File: config.mk
export PLATFORM = sky130hd
export DESIGN_NAME = raycast_column_texturer_top
export DESIGN_NICKNAME = d
export VERILOG_FILES = /design/src/sv/rcct_pkg.sv /design/src/sv/raycast_column_texturer_top.sv /design/src/sv/rcct_alu.sv
export SDC_FILE = /design/constraint.sdc
export NUM_CORES = 1
export LEC_CHECK = 0
export BUFFER_PORTS_ARGS = -buffer_cell sky130_fd_sc_hd__buf_2
export CAP_MARGIN = 20
export CORE_UTILIZATION = 62
export CTS_CLUSTER_SIZE = 24
export DETAILED_ROUTE_END_ITERATION = 10
export PLACE_DENSITY_LB_ADDON = 0.12
export SLEW_MARGIN = 5
export SYNTH_ARGS = -nofsm -noshare
export SYNTH_HDL_FRONTEND = slang
export SYNTH_SLANG_ARGS = --single-unit
File: constraint.sdc
create_clock -name clock -period 13.9 [get_ports clock]
set_input_delay 1.39 -clock clock [delete_from_list [all_inputs] [get_ports clock]]
set_output_delay 1.39 -clock clock [all_outputs]
set_load 0.05 [all_outputs]
File: src/sv/rcct_pkg.sv
// shared types, constants and helpers of the raycast column texturer
// used by rcct_alu and raycast_column_texturer_top; depends on nothing

package rcct_pkg;

   // screen geometry
   localparam int SCREEN_HEIGHT = 512;
   localparam int ROW_W         = 12;
   localparam int HALF_HEIGHT   = SCREEN_HEIGHT / 2;

   // line height is SCREEN_HEIGHT*2^16 / dist, this many bits wide at most
   localparam int LH_W = $clog2(SCREEN_HEIGHT) + 17;
   localparam logic [LH_W-1:0] LH_SAT = LH_W'(SCREEN_HEIGHT * 65536);
   // dividend of the line height division, left aligned in 32 bits
   localparam logic [31:0] LH_DIVIDEND = 32'(SCREEN_HEIGHT * 65536) << (32 - LH_W);

   // texture size limits
   localparam int TEX_W = 13;
   localparam logic [TEX_W-1:0] TEX_MAX = TEX_W'(4096);

   // one in Q1.16
   localparam logic [16:0] ONE_Q16 = 17'h1_0000;

   // input action codes
   localparam logic ACT_SETUP = 1'b0;
   localparam logic ACT_ROW   = 1'b1;

   // result kinds
   localparam logic [2:0] KIND_READY    = 3'd0;
   localparam logic [2:0] KIND_SKIPPED  = 3'd1;
   localparam logic [2:0] KIND_UPPER    = 3'd2;
   localparam logic [2:0] KIND_TEXTURED = 3'd3;
   localparam logic [2:0] KIND_LOWER    = 3'd4;
   localparam logic [2:0] KIND_NOTHING  = 3'd5;

   // configuration register indexes
   localparam logic [1:0] CSR_TEX_WIDTH  = 2'd0;
   localparam logic [1:0] CSR_TEX_HEIGHT = 2'd1;
   localparam logic [1:0] CSR_UPPER_FILL = 2'd2;
   localparam logic [1:0] CSR_LOWER_FILL = 2'd3;

   // shared shift-add / shift-subtract unit
   typedef enum logic {
      ALU_MUL,
      ALU_DIV
   } alu_op_type;

   // a: multiplicand or divisor; b: multiplier or dividend, left aligned
   typedef struct packed {
      logic        start;
      alu_op_type  op;
      logic [5:0]  count;
      logic [31:0] a;
      logic [31:0] b;
   } alu_req_type;

   // acc: product (low 32 bits) or remainder; quo: quotient
   typedef struct packed {
      logic        done;
      logic [31:0] acc;
      logic [31:0] quo;
   } alu_rsp_type;

   // zero acts as one, anything above 4096 as 4096
   function automatic logic [TEX_W-1:0] tex_size(input logic [TEX_W-1:0] v);
      logic [TEX_W-1:0] r;
      r = v;
      if (v == '0) r = TEX_W'(1);
      else if (v > TEX_MAX) r = TEX_MAX;
      return r;
   endfunction

endpackage

File: src/sv/raycast_column_texturer_top.sv
// top level of the raycast column texturer: sequencer, column state, output register
// depends on rcct_pkg and rcct_alu
//
//   channel   ports                     direction  handshake
//   request   req_* (action, ray data)  in         req_valid / req_stall
//   response  rsp_* (one per request)   out        rsp_valid / rsp_stall
//   config    csr_write/index/data      in         write on csr_write
//
// a column set-up transaction makes up to five passes through the
// shared one-bit-per-cycle multiply/divide unit (32, 13, 26, 29 and 25 steps)
// plus control states. a wall row makes a 16 step modulo and a 12 step
// multiply; fill rows and empty rows are answered without the shared unit.
// reset is synchronous and restores the register defaults; no clearing pass.
// req_stall is high while a transaction is in work, and while a result waits
// in the output register under rsp_stall.

module raycast_column_texturer_top import rcct_pkg::*; (
   input  logic        clock,
   input  logic        reset,
   // request channel
   input  logic        req_valid,
   output logic        req_stall,
   input  logic        req_action,
   input  logic [10:0] req_column,
   input  logic        req_hit_side,
   input  logic        req_hit_is_door,
   input  logic [30:0] req_side_dist_x,
   input  logic [30:0] req_side_dist_y,
   input  logic [30:0] req_delta_dist_x,
   input  logic [30:0] req_delta_dist_y,
   input  logic signed [31:0] req_ray_dir_x,
   input  logic signed [31:0] req_ray_dir_y,
   input  logic [30:0] req_viewer_pos,
   input  logic [16:0] req_door_open,
   // response channel
   output logic        rsp_valid,
   input  logic        rsp_stall,
   output logic [10:0] rsp_out_column,
   output logic [11:0] rsp_out_row,
   output logic [2:0]  rsp_pixel_kind,
   output logic [23:0] rsp_fill_color,
   output logic [23:0] rsp_texel_index,
   output logic        rsp_last,
   // configuration
   input  logic        csr_write,
   input  logic [1:0]  csr_index,
   input  logic [23:0] csr_data
);

   typedef enum logic [3:0] {
      S_IDLE,
      S_PROD,
      S_TEX,
      S_HGT,
      S_WALL,
      S_STEP,
      S_POS,
      S_TY,
      S_TEXEL,
      S_OUT
   } state_type;

   localparam logic [LH_W-1:0]  HALF_L   = LH_W'(HALF_HEIGHT);
   localparam logic [LH_W:0]    HEIGHT_L = (LH_W+1)'(SCREEN_HEIGHT);
   localparam logic [ROW_W:0]   HEIGHT_R = (ROW_W+1)'(SCREEN_HEIGHT);
   localparam logic [ROW_W-1:0] LAST_ROW = ROW_W'(SCREEN_HEIGHT - 1);

   state_type state_ff;

   // configuration registers
   logic [TEX_W-1:0] tex_width_ff;
   logic [TEX_W-1:0] tex_height_ff;
   logic [23:0]      upper_fill_ff;
   logic [23:0]      lower_fill_ff;

   // column state
   logic [ROW_W-1:0] row_ff;
   logic [ROW_W-1:0] wall_top_ff;
   logic [ROW_W-1:0] wall_bot_ff;
   logic [11:0]      tex_col_ff;
   logic [31:0]      tex_pos_ff;
   logic [31:0]      tex_step_ff;
   logic             skipped_ff;
   logic [10:0]      held_col_ff;

   // set-up working registers
   logic             door_ff;
   logic             mirror_ff;
   logic [15:0]      vpos_lo_ff;
   logic [16:0]      open_ff;
   logic [31:0]      dist_ff;
   logic [LH_W-1:0]  lh_ff;
   logic [LH_W-2:0]  term_ff;

   // pending result
   logic [2:0]       pend_kind_ff;
   logic [ROW_W-1:0] pend_row_ff;
   logic [23:0]      pend_texel_ff;
   logic             pend_last_ff;

   // output register
   logic             rsp_valid_ff;
   logic [10:0]      rsp_col_ff;
   logic [ROW_W-1:0] rsp_row_ff;
   logic [2:0]       rsp_kind_ff;
   logic [23:0]      rsp_fill_ff;
   logic [23:0]      rsp_texel_ff;
   logic             rsp_last_ff;

   alu_req_type      alu_req_ff;
   alu_rsp_type      alu_rsp;

   rcct_alu u_alu (
      .clock   (clock),
      .reset   (reset),
      .alu_req (alu_req_ff),
      .alu_rsp (alu_rsp)
   );

   logic             accept;
   logic             out_free;
   logic [TEX_W-1:0] tw;
   logic [TEX_W-1:0] th;
   logic [31:0]      dist_new;
   logic [31:0]      ray_new;
   logic             mirror_new;
   logic [16:0]      open_new;
   logic [15:0]      frac;
   logic             door_pass;
   logic [17:0]      door_sum;
   logic [15:0]      frac_tex;
   logic [11:0]      tx;
   logic [11:0]      tx_mirror;
   logic             dist_nonpos;
   logic [LH_W-1:0]  half_lh;
   logic             top_clamped;
   logic [LH_W-1:0]  top_diff;
   logic [LH_W-1:0]  term_diff;
   logic [LH_W:0]    bot_sum;
   logic [ROW_W-1:0] wall_top_new;
   logic [ROW_W-1:0] wall_bot_new;
   logic             row_past;
   logic             row_last;

   // handshake
   assign out_free  = !rsp_valid_ff || !rsp_stall;
   assign req_stall = (state_ff != S_IDLE) || (rsp_valid_ff && rsp_stall);
   assign accept    = req_valid && !req_stall;

   // set-up arithmetic around the shared unit
   always_comb begin
      tw = tex_size(tex_width_ff);
      th = tex_size(tex_height_ff);

      if (req_hit_side) begin
         dist_new = {1'b0, req_side_dist_y} - {1'b0, req_delta_dist_y};
         ray_new  = req_ray_dir_x;
      end else begin
         dist_new = {1'b0, req_side_dist_x} - {1'b0, req_delta_dist_x};
         ray_new  = req_ray_dir_y;
      end
      mirror_new = (!req_hit_is_door && !req_hit_side && !req_ray_dir_x[31] &&
                    req_ray_dir_x != '0) || (req_hit_side && req_ray_dir_y[31]);
      open_new   = (req_door_open > ONE_Q16) ? ONE_Q16 : req_door_open;

      // hit fraction from the low word of viewer_pos*2^16 + dist*ray_dir
      frac      = alu_rsp.acc[31:16] + vpos_lo_ff;
      door_pass = door_ff && ({1'b0, frac} > open_ff);
      door_sum  = {1'b0, ONE_Q16} - {1'b0, open_ff} + {2'b00, frac};
      if (!door_ff) begin
         frac_tex = frac;
      end else if (door_sum[17:16] != 2'b00) begin
         frac_tex = 16'hFFFF;
      end else begin
         frac_tex = door_sum[15:0];
      end

      // texture column, mirrored where the wall is seen from behind
      tx          = alu_rsp.acc[27:16];
      tx_mirror   = 12'(tw - {1'b0, tx} - TEX_W'(1));
      dist_nonpos = dist_ff[31] || (dist_ff == '0);

      // wall rows from the line height
      half_lh      = {1'b0, lh_ff[LH_W-1:1]};
      top_clamped  = (half_lh >= HALF_L);
      top_diff     = HALF_L - half_lh;
      term_diff    = half_lh - HALF_L;
      bot_sum      = {1'b0, half_lh} + {1'b0, HALF_L};
      wall_top_new = top_clamped ? '0 : top_diff[ROW_W-1:0];
      wall_bot_new = (bot_sum >= HEIGHT_L) ? LAST_ROW : bot_sum[ROW_W-1:0];

      row_past = ({1'b0, row_ff} >= HEIGHT_R);
      row_last = (row_ff == LAST_ROW);
   end

   // sequencer, column state and output register
   always_ff @(posedge clock) begin
      if (reset) begin
         state_ff         <= S_IDLE;
         tex_width_ff     <= TEX_W'(64);
         tex_height_ff    <= TEX_W'(64);
         upper_fill_ff    <= '0;
         lower_fill_ff    <= '0;
         row_ff           <= '0;
         wall_top_ff      <= '0;
         wall_bot_ff      <= '0;
         tex_col_ff       <= '0;
         tex_pos_ff       <= '0;
         tex_step_ff      <= '0;
         skipped_ff       <= 1'b1;
         held_col_ff      <= '0;
         rsp_valid_ff     <= 1'b0;
         alu_req_ff.start <= 1'b0;
      end else begin
         alu_req_ff.start <= 1'b0;
         if (rsp_valid_ff && !rsp_stall) begin
            rsp_valid_ff <= 1'b0;
         end

         // configuration writes
         if (csr_write) begin
            case (csr_index)
               CSR_TEX_WIDTH:  tex_width_ff  <= csr_data[TEX_W-1:0];
               CSR_TEX_HEIGHT: tex_height_ff <= csr_data[TEX_W-1:0];
               CSR_UPPER_FILL: upper_fill_ff <= csr_data;
               CSR_LOWER_FILL: lower_fill_ff <= csr_data;
               default: ;
            endcase
         end

         case (state_ff)
            S_IDLE: begin
               if (accept && req_action == ACT_SETUP) begin
                  // column set-up: start dist * ray_dir
                  held_col_ff <= req_column;
                  row_ff      <= '0;
                  door_ff     <= req_hit_is_door;
                  mirror_ff   <= mirror_new;
                  vpos_lo_ff  <= req_viewer_pos[15:0];
                  open_ff     <= open_new;
                  dist_ff     <= dist_new;
                  alu_req_ff  <= '{start: 1'b1, op: ALU_MUL, count: 6'd32,
                                   a: dist_new, b: ray_new};
                  state_ff    <= S_PROD;
               end else if (accept) begin
                  // row transaction
                  rsp_col_ff   <= held_col_ff;
                  rsp_fill_ff  <= '0;
                  rsp_texel_ff <= '0;
                  if (skipped_ff || row_past) begin
                     rsp_valid_ff <= 1'b1;
                     rsp_kind_ff  <= KIND_NOTHING;
                     rsp_row_ff   <= '0;
                     rsp_last_ff  <= 1'b0;
                  end else begin
                     row_ff <= row_ff + ROW_W'(1);
                     if (row_last) skipped_ff <= 1'b1;
                     if (row_ff < wall_top_ff) begin
                        rsp_valid_ff <= 1'b1;
                        rsp_kind_ff  <= KIND_UPPER;
                        rsp_row_ff   <= row_ff;
                        rsp_fill_ff  <= upper_fill_ff;
                        rsp_last_ff  <= row_last;
                     end else if (row_ff < wall_bot_ff) begin
                        pend_row_ff  <= row_ff;
                        pend_last_ff <= row_last;
                        alu_req_ff   <= '{start: 1'b1, op: ALU_DIV, count: 6'd16,
                                          a: 32'(th), b: {tex_pos_ff[31:16], 16'd0}};
                        state_ff     <= S_TY;
                     end else begin
                        rsp_valid_ff <= 1'b1;
                        rsp_kind_ff  <= KIND_LOWER;
                        rsp_row_ff   <= row_ff;
                        rsp_fill_ff  <= lower_fill_ff;
                        rsp_last_ff  <= row_last;
                     end
                  end
               end
            end

            S_PROD: begin
               if (alu_rsp.done) begin
                  if (door_pass) begin
                     pend_kind_ff <= KIND_SKIPPED;
                     state_ff     <= S_OUT;
                  end else begin
                     alu_req_ff <= '{start: 1'b1, op: ALU_MUL, count: 6'(TEX_W),
                                     a: 32'(frac_tex), b: {tw, 19'd0}};
                     state_ff   <= S_TEX;
                  end
               end
            end

            S_TEX: begin
               if (alu_rsp.done) begin
                  tex_col_ff <= mirror_ff ? tx_mirror : tx;
                  if (dist_nonpos) begin
                     lh_ff    <= LH_SAT;
                     state_ff <= S_WALL;
                  end else begin
                     alu_req_ff <= '{start: 1'b1, op: ALU_DIV, count: 6'(LH_W),
                                     a: dist_ff, b: LH_DIVIDEND};
                     state_ff   <= S_HGT;
                  end
               end
            end

            S_HGT: begin
               if (alu_rsp.done) begin
                  lh_ff    <= alu_rsp.quo[LH_W-1:0];
                  state_ff <= S_WALL;
               end
            end

            S_WALL: begin
               wall_top_ff <= wall_top_new;
               wall_bot_ff <= wall_bot_new;
               term_ff     <= top_clamped ? term_diff[LH_W-2:0] : '0;
               if (lh_ff == '0) begin
                  tex_step_ff  <= '0;
                  tex_pos_ff   <= '0;
                  pend_kind_ff <= KIND_READY;
                  state_ff     <= S_OUT;
               end else begin
                  alu_req_ff <= '{start: 1'b1, op: ALU_DIV, count: 6'(TEX_W + 16),
                                  a: 32'(lh_ff), b: {th, 19'd0}};
                  state_ff   <= S_STEP;
               end
            end

            S_STEP: begin
               if (alu_rsp.done) begin
                  tex_step_ff <= alu_rsp.quo;
                  alu_req_ff  <= '{start: 1'b1, op: ALU_MUL, count: 6'(LH_W - 1),
                                   a: alu_rsp.quo, b: 32'(term_ff) << (33 - LH_W)};
                  state_ff    <= S_POS;
               end
            end

            S_POS: begin
               if (alu_rsp.done) begin
                  tex_pos_ff   <= alu_rsp.acc;
                  pend_kind_ff <= KIND_READY;
                  state_ff     <= S_OUT;
               end
            end

            S_TY: begin
               if (alu_rsp.done) begin
                  tex_pos_ff <= tex_pos_ff + tex_step_ff;
                  alu_req_ff <= '{start: 1'b1, op: ALU_MUL, count: 6'd12,
                                  a: 32'(th), b: {alu_rsp.acc[11:0], 20'd0}};
                  state_ff   <= S_TEXEL;
               end
            end

            S_TEXEL: begin
               if (alu_rsp.done) begin
                  pend_texel_ff <= alu_rsp.acc[23:0] + 24'(tex_col_ff);
                  pend_kind_ff  <= KIND_TEXTURED;
                  state_ff      <= S_OUT;
               end
            end

            S_OUT: begin
               if (out_free) begin
                  rsp_valid_ff <= 1'b1;
                  rsp_col_ff   <= held_col_ff;
                  rsp_kind_ff  <= pend_kind_ff;
                  rsp_fill_ff  <= '0;
                  if (pend_kind_ff == KIND_TEXTURED) begin
                     rsp_row_ff   <= pend_row_ff;
                     rsp_texel_ff <= pend_texel_ff;
                     rsp_last_ff  <= pend_last_ff;
                  end else begin
                     rsp_row_ff   <= '0;
                     rsp_texel_ff <= '0;
                     rsp_last_ff  <= 1'b0;
                     skipped_ff   <= (pend_kind_ff == KIND_SKIPPED);
                  end
                  state_ff <= S_IDLE;
               end
            end

            default: state_ff <= S_IDLE;
         endcase
      end
   end

   assign rsp_valid       = rsp_valid_ff;
   assign rsp_out_column  = rsp_col_ff;
   assign rsp_out_row     = rsp_row_ff;
   assign rsp_pixel_kind  = rsp_kind_ff;
   assign rsp_fill_color  = rsp_fill_ff;
   assign rsp_texel_index = rsp_texel_ff;
   assign rsp_last        = rsp_last_ff;

endmodule

File: src/sv/rcct_alu.sv
// iterative unit: unsigned multiply (low 32 bits) or divide, one bit a cycle
// depends on rcct_pkg for the request and response structs

module rcct_alu import rcct_pkg::*; (
   input  logic        clock,
   input  logic        reset,
   input  alu_req_type alu_req,
   output alu_rsp_type alu_rsp
);

   logic        busy_ff;
   logic        done_ff;
   logic        div_ff;
   logic [5:0]  cnt_ff;
   logic [31:0] a_ff;
   logic [31:0] acc_ff;
   logic [31:0] shq_ff;

   logic [31:0] shifted;
   logic [32:0] addend;
   logic [32:0] sum;
   logic        q_bit;
   logic [31:0] acc_in;
   logic [31:0] shq_in;

   // one adder: add the multiplicand or subtract the divisor
   always_comb begin
      shifted = div_ff ? {acc_ff[30:0], shq_ff[31]} : {acc_ff[30:0], 1'b0};
      if (div_ff) begin
         addend = ~{1'b0, a_ff};
      end else begin
         addend = shq_ff[31] ? {1'b0, a_ff} : '0;
      end
      sum    = {1'b0, shifted} + addend + {32'd0, div_ff};
      q_bit  = div_ff & ~sum[32];
      acc_in = (div_ff && sum[32]) ? shifted : sum[31:0];
      shq_in = {shq_ff[30:0], q_bit};
   end

   // sequencing
   always_ff @(posedge clock) begin
      if (reset) begin
         busy_ff <= 1'b0;
         done_ff <= 1'b0;
      end else begin
         done_ff <= 1'b0;
         if (alu_req.start) begin
            busy_ff <= 1'b1;
         end else if (busy_ff && cnt_ff == 6'd1) begin
            busy_ff <= 1'b0;
            done_ff <= 1'b1;
         end
      end
   end

   // datapath
   always_ff @(posedge clock) begin
      if (alu_req.start) begin
         div_ff <= (alu_req.op == ALU_DIV);
         cnt_ff <= alu_req.count;
         a_ff   <= alu_req.a;
         acc_ff <= '0;
         shq_ff <= alu_req.b;
      end else if (busy_ff) begin
         cnt_ff <= cnt_ff - 6'd1;
         acc_ff <= acc_in;
         shq_ff <= shq_in;
      end
   end

   assign alu_rsp.done = done_ff;
   assign alu_rsp.acc  = acc_ff;
   assign alu_rsp.quo  = shq_ff;

endmodule
* Word-level counts from Yosys, hierarchy flattened
Cells that the tools add are included.
Storage, ports and cells: register bits after elaboration 613, input port bits 281, logic and storage cells 304
Operators by class: add/subtract/negate cells 16, $lt $le $gt $ge 9, eq/ne operators 42, muxes and demuxes 124, bitwise operators 8, reductions and logical operators 62
Operators with widths (number):
- 72-bit 2-to-1 mux | 12
- 72-bit case mux with 6 select lines | 1
- 32-bit 2-to-1 mux | 10
- 24-bit 2-to-1 mux | 10
- 12-bit 2-to-1 mux | 13
- 24-bit case mux with 2 select lines | 2
- 32-bit case mux with 3 select lines | 1
- 26-bit 2-to-1 mux | 3
- 32-bit case mux with 2 select lines | 1
- 31-bit by 31-bit subtractor with 32-bit output | 2
- 4-bit 2-to-1 mux | 14
- 13-bit 2-to-1 mux | 4
- 26-bit case mux with 2 select lines | 1
- 3-bit 2-to-1 mux | 12
- 4-bit case mux with 9 select lines | 1
- 32-bit by 33-bit adder with 33-bit output | 1
- 33-bit by 1-bit adder with 33-bit output | 1
- 11-bit 2-to-1 mux | 3
- 33-bit 2-to-1 mux | 1
- 32-bit NOT with 33-bit output | 1
- 32-bit adder | 1
- 32-bit logical NOT | 1
- 16-bit 2-to-1 mux | 2
- 32-bit nonzero test | 1
- 61 further kinds | 162

* Depth between registers and ports, before layout
depth in word-level cells 9, gate-level depth with buffers 21, mapped depth without buffers 19

* Modules after synthesis
From an unflattened synthesis, not the netlist that was laid out.
Unflattened totals: cell total of the unflattened synthesis 3812, area, all modules 35988.3 um^2
By module, submodules not included:
- raycast_column_texturer_top | times used 1, cells an instance 3164, area an instance 29520.8 um^2
- rcct_alu | times used 1, cells an instance 648, area an instance 6467.5 um^2

* Worst setup path after synthesis
Ideal clock, no wire load.
path type flip-flop to flip-flop, start point reg u_alu.acc_ff[16], end point reg alu_req_ff[0] in the netlist's numbering (enable), library setup time 542 ps, data arrival time 7475 ps, data required time 13358 ps, path slack 5883 ps, cell stages (with the launch flop) 19, path buffers 0, clock period less this slack 8017 ps, cells stage by stage dfxtp_1 ha_1 inv_1 fa_1 nor2b_1 o31a_1 o21ai_0 a211o_1 a31o_2 o21ai_0 xor2_1 ha_1 a21o_1 a21oi_1 inv_1 o21ai_0 o21ai_0 or4_1 a31oi_1
On the way: longest elaborated chain between the ends 5
Ends and longest elaborated chain:
- start: declaration | RTL line rcct_alu.sv:16 | logic [31:0] acc_ff;
- start signal: assignment | RTL line rcct_alu.sv:66 | acc_ff <= acc_in;
- 16-bit adder | RTL line raycast_column_texturer_top.sv:167 | frac = alu_rsp.acc[31:16] + vpos_lo_ff;
- 16-bit by 17-bit > comparator with 1-bit output | RTL line raycast_column_texturer_top.sv:168 | door_pass = door_ff && ({1'b0, frac} > open_ff);
- 1-bit logical AND | RTL line raycast_column_texturer_top.sv:168
- 2-bit inequality test (no line)
- 13-bit AND reduction (no line)
- end signal: assignment | RTL line raycast_column_texturer_top.sv:242 | alu_req_ff <= '{start: 1'b1, op: ALU_MUL, count: 6'd32,
- end signal: assignment | RTL line raycast_column_texturer_top.sv:267 | alu_req_ff <= '{start: 1'b1, op: ALU_DIV, count: 6'd16,
- end signal: assignment | RTL line raycast_column_texturer_top.sv:287 | alu_req_ff <= '{start: 1'b1, op: ALU_MUL, count: 6'(TEX_W),
- end: declaration | RTL line raycast_column_texturer_top.sv:110 | alu_req_type alu_req_ff;
No other way between the ends. A chain may end at the register's enable or synchronous reset.

* Worst setup path after layout
start point reg u_alu.acc_ff[17], end point reg alu_req_ff[15] in the netlist's numbering (enable)
Same word-level chain as after synthesis.

==> results.sh <==
export IMPL_dr_first_iter_drc_count=3388
export IMPL_finalSetupViolCount=0
export IMPL_ys_warnings_count=0
export IMPL_cts_num_sinks=612
export IMPL_yosysUniqueCellTypes=92
export IMPL_dieWidth_um=242
export IMPL_report_final_hold_viol_count=0
export IMPL_via_count_of_the_first_global_routing_pass=27569
export IMPL_finalSetupTns_ns=0
export IMPL_whs_ns=0.412
export IMPL_timing_worst_slew_pin_value_ns=1.29
export IMPL_gp_congestion=1.01
export IMPL_wire_per_inst_um=22.3
export IMPL_reg2reg_from="u_alu.acc_ff[17]"
export IMPL_place_hpwl_mm=79.1
export IMPL_drc_errors=0
export IMPL_area_of_the_die_sq_um=58500
export IMPL_grt_pass1_wl_mm=162
export IMPL_design_power_total_w=0.00690
export IMPL_hold_crit_start="alu_req_ff[63]"
export IMPL_antenna_violating_nets_post_route=0
export IMPL_rsz0062_at_grt="false"
export IMPL_initial_core_util_pct=63.0
export IMPL_route_final_wire_length_mm=107
export IMPL_timing_clock_skew_ns=0.0242
export IMPL_worst_endpoint_required_ns=14.11
export IMPL_result_of_the_run="finished, final reports clean"
export IMPL_arrival_ns=6.80
export IMPL_grt_start_max_net_pins=88
export IMPL_via_per_inst=6.28
export IMPL_ys_seq_area_share_pct=44.8
export IMPL_fillers=4413
export IMPL_yosys_top_cell_area_share_pct=31.5
export IMPL_setup_ws_pre_cts_ns=7.52
export IMPL_r2r_worst_path_cells=19
export IMPL_syn_area_per_cell_sq_um=9.57
export IMPL_grt_overflow_total=0
export IMPL_grt_antenna_before_repair=4
export IMPL_max_cap_viol_count=0
export IMPL_tritoncts_clock_tree="yes"
export IMPL_drt_pass1_iter_count=7
export IMPL_syn_inst=3729
export IMPL_worstReg2RegEnd="alu_req_ff[15]"
export IMPL_cts_reportedPaths_clkPinSlew_ns=0.06
export IMPL_min_period_over_period_pct=47.4
export IMPL_detailed_route_via_count=30124
export IMPL_sequential_cell_area_sq_um=16000
export IMPL_hp_class="reg2reg"
export IMPL_leading_post_synthesis_cells_by_cell_area="sky130_fd_sc_hd__edfxtp_1 31%, sky130_fd_sc_hd__dfxtp_1 13%, sky130_fd_sc_hd__ha_1 7.3%"
export IMPL_timing_final_crit_period_ns=6.59
export IMPL_comb_power_share_pct=36.1
export IMPL_ctsLongestPathBuffers=3
export IMPL_flow_area_growth_from_synthesis_pct=12.6
export IMPL_critical_path_max_fanout=71
export IMPL_ctsHoldBuffers=0
export IMPL_peakVddDrop_mv=0.129
export IMPL_groute_usage_overall_pct=35.8
export IMPL_cts_root_buffer="sky130_fd_sc_hd__clkbuf_16"
export IMPL_die_h_um=242
export IMPL_postSynthNetCount=4228
export IMPL_netSwitchingPower_w=0.00264
export IMPL_floorplan_io_pins=358
export IMPL_core_region_area_sq_um=56600
export IMPL_total_clock_buffers_created_by_cts=67
export IMPL_total_leakage_power_nw=16.1
export IMPL_netSwitchingFraction_pct=38.3
export IMPL_fin_ws_ns=7.31
export IMPL_worst_setup_path_type="reg2reg"
export IMPL_post_cts_setup_buffer_count=0
export IMPL_placementRows=87
export IMPL_internal_power_w=0.00426
export IMPL_synth_async_sr_flop_share_pct=0
export IMPL_synth_ff_type="sky130_fd_sc_hd__edfxtp_1"
export IMPL_postLayoutCellArea_sq_um=40200
export IMPL_post_cts_resized=0
export IMPL_power_per_cell_area_nw_per_um2=172
export IMPL_timing_max_slew_rel_slack_pct=13.6
export IMPL_drive_above_1_share_pct=15.3
export IMPL_h_tree_depth=3
export IMPL_timing_max_transition_violations_final=0
export IMPL_clock_power_share_pct=25.5
export IMPL_combined_area_of_all_synthesized_cells_sq_um=35700
export IMPL_placedInstanceArea_sq_um=38000
export IMPL_io_buffers=342
export IMPL_fmax_mhz=152
export IMPL_critical_path_endpoint_type="flop"
export IMPL_hold_path_end="u_alu.a_ff[31]"
export IMPL_multi_input_comb_area_sq_um=18300
export IMPL_hold_path_depth=0
export IMPL_timing_critical_path_from_type="flop"
export IMPL_synth_edff_count=374
export IMPL_power_share_sequential_pct=38.4
export IMPL_worst_skew_pair_late_latency_ns=0.61
export IMPL_yosys_register_bits=612
export IMPL_yosys_area_top_type="sky130_fd_sc_hd__edfxtp_1"
export IMPL_fin_nets=4491
export IMPL_reg2reg_slack_ns=7.31
-- final cells by class --
cell class / instances / share of cell area, %
Antenna cell: 1 / 0.00623
Clock buffer: 88 / 4.52
Clock inverter: 32 / 0.816
Inverter: 190 / 1.77
Multi-Input combinational cell: 2735 / 45.6
Sequential cell: 612 / 39.8
Tap cell: 756 / 2.35
Timing Repair Buffer: 386 / 5.14
-- registers in the layout (all words and copies together), names as in the netlist, 13 cells and up --
signal,count
alu_req_ff,72
dist_ff,32
lh_ff,26
lower_fill_ff,24
open_ff,17
pend_texel_ff,24
rsp_fill_color,24
rsp_texel_index,24
term_ff,25
tex_height_ff,13
tex_pos_ff,32
tex_step_ff,32
tex_width_ff,13
u_alu.a_ff,32
u_alu.acc_ff,32
u_alu.shq_ff,32
upper_fill_ff,24
vpos_lo_ff,16
-- cell families (layout without fill, tap and decap cells) --
group	count (synthesis)	count (layout)	synth area share (%)
adders and majority gates	218	218	7.83
buffers and inverters	382	696	4.15
xor gates and xnor gates	194	194	4.76
DFF	612	612	44.8
other	0	1	0
muxes	137	137	4.08
AOI/OAI and AO/OA	967	967	18.2
and+or+nand+nor	1219	1219	16.1
-- through the flow --
stage,cells,util (%)
final,4800,71.0
after global routing,4799,71.0
after CTS,4797,70.9
after detailed placement,4677,67.1
after global placement,4677,67.1
after floorplan,3729,-
-- power groups by stage --
stage	Combinational [W]	Clock [W]	Sequential, W
2_1_floorplan	0.00183	0	0.00250
3_3_place_gp	0.00240	0	0.00266
3_5_place_dp	0.00244	0	0.00266
4_1_cts	0.00246	0.00177	0.00263
5_1_grt	0.00274	0.00184	0.00265
6_report	0.00250	0.00176	0.00265
-- routing by layer --
metal  share of wire, %  GRT usage (%)  wire length (um)  vias up
met5              0.035              0                37        -
met4                4.4           15.5              4730        6
met3                 11           7.75             11300      246
met2                 45           55.3             47800     1584
met1                 40           48.5             43000    14049
li1                   -              -                 -    14239
-- cells in the final DEF (no fill, tap or decap), types with 42 or more instances in the layout --
cell type / instances
sky130_fd_sc_hd__inv_1: 189
sky130_fd_sc_hd__nor2_1: 281
sky130_fd_sc_hd__and2_1: 67
sky130_fd_sc_hd__clkbuf_16: 67
sky130_fd_sc_hd__o21ai_0: 137
sky130_fd_sc_hd__dfxtp_1: 236
sky130_fd_sc_hd__a21o_1: 75
sky130_fd_sc_hd__edfxtp_1: 374
sky130_fd_sc_hd__buf_4: 43
sky130_fd_sc_hd__a21oi_1: 291
sky130_fd_sc_hd__mux2i_1: 69
sky130_fd_sc_hd__nor3_1: 73
sky130_fd_sc_hd__xnor2_1: 122
sky130_fd_sc_hd__mux2_2: 68
sky130_fd_sc_hd__a211oi_1: 63
sky130_fd_sc_hd__nor2b_1: 54
sky130_fd_sc_hd__buf_2: 340
sky130_fd_sc_hd__nand2_1: 422
sky130_fd_sc_hd__xor2_1: 72
sky130_fd_sc_hd__nand3_1: 105
sky130_fd_sc_hd__a221oi_1: 42
sky130_fd_sc_hd__a22oi_1: 49
sky130_fd_sc_hd__ha_1: 209
-- worst max-delay path: stages, from the launching register on --
cell	delay, ns
sky130_fd_sc_hd__dfxtp_1	0.70
sky130_fd_sc_hd__inv_1	0.37
sky130_fd_sc_hd__fa_1	0.52
sky130_fd_sc_hd__nor2b_1	0.16
sky130_fd_sc_hd__o31a_1	0.15
sky130_fd_sc_hd__o21ai_0	0.16
sky130_fd_sc_hd__a211o_1	0.37
sky130_fd_sc_hd__a31o_2	0.23
sky130_fd_sc_hd__o21ai_0	0.22
sky130_fd_sc_hd__xor2_1	0.24
sky130_fd_sc_hd__ha_1	0.33
sky130_fd_sc_hd__a21o_1	0.21
sky130_fd_sc_hd__a21oi_1	0.18
sky130_fd_sc_hd__inv_1	0.05
sky130_fd_sc_hd__o21ai_0	0.26
sky130_fd_sc_hd__buf_4	0.24
sky130_fd_sc_hd__o21ai_0	0.13
sky130_fd_sc_hd__or4_1	0.58
sky130_fd_sc_hd__a31oi_4	0.18
sky130_fd_sc_hd__buf_4	0.82
-- cell usage after synthesis (18+ instances only) --
library cell               count
sky130_fd_sc_hd__a211oi_1     63
sky130_fd_sc_hd__a21o_1       75
sky130_fd_sc_hd__a21oi_1     291
sky130_fd_sc_hd__a221oi_1     42
sky130_fd_sc_hd__a222oi_1     25
sky130_fd_sc_hd__a22o_1       18
sky130_fd_sc_hd__a22oi_1      49
sky130_fd_sc_hd__a31oi_1      40
sky130_fd_sc_hd__and2_1       67
sky130_fd_sc_hd__and3_1       33
sky130_fd_sc_hd__buf_1        20
sky130_fd_sc_hd__clkbuf_1    152
sky130_fd_sc_hd__dfxtp_1     238
sky130_fd_sc_hd__edfxtp_1    374
sky130_fd_sc_hd__ha_1        209
sky130_fd_sc_hd__inv_1       189
sky130_fd_sc_hd__mux2_2       68
sky130_fd_sc_hd__mux2i_1      69
sky130_fd_sc_hd__nand2_1     422
sky130_fd_sc_hd__nand2b_1     28
sky130_fd_sc_hd__nand3_1     105
sky130_fd_sc_hd__nand4_1      27
sky130_fd_sc_hd__nor2_1      288
sky130_fd_sc_hd__nor2b_1      54
sky130_fd_sc_hd__nor3_1       76
sky130_fd_sc_hd__nor4_1       42
sky130_fd_sc_hd__o21a_1       20
sky130_fd_sc_hd__o21ai_0     137
sky130_fd_sc_hd__o21bai_1     22
sky130_fd_sc_hd__o221ai_1     19
sky130_fd_sc_hd__or3_1        19
sky130_fd_sc_hd__xnor2_1     122
sky130_fd_sc_hd__xor2_1       72
-- worst max-delay path by stage --
| stage | startpoint | to | cells past startpoint |
|---|---|---|---|
| after floorplan | u_alu.acc_ff[16] | alu_req_ff[0] | 18 |
| after global placement | u_alu.acc_ff[17] | alu_req_ff[15] | 19 |
| after detailed placement | u_alu.acc_ff[17] | alu_req_ff[48] | 19 |
| after CTS | u_alu.acc_ff[17] | alu_req_ff[15] | 19 |
| after global routing | u_alu.acc_ff[17] | alu_req_ff[15] | 19 |
| final | u_alu.acc_ff[17] | alu_req_ff[15] | 19 |
(Power assumes the default switching activity.)
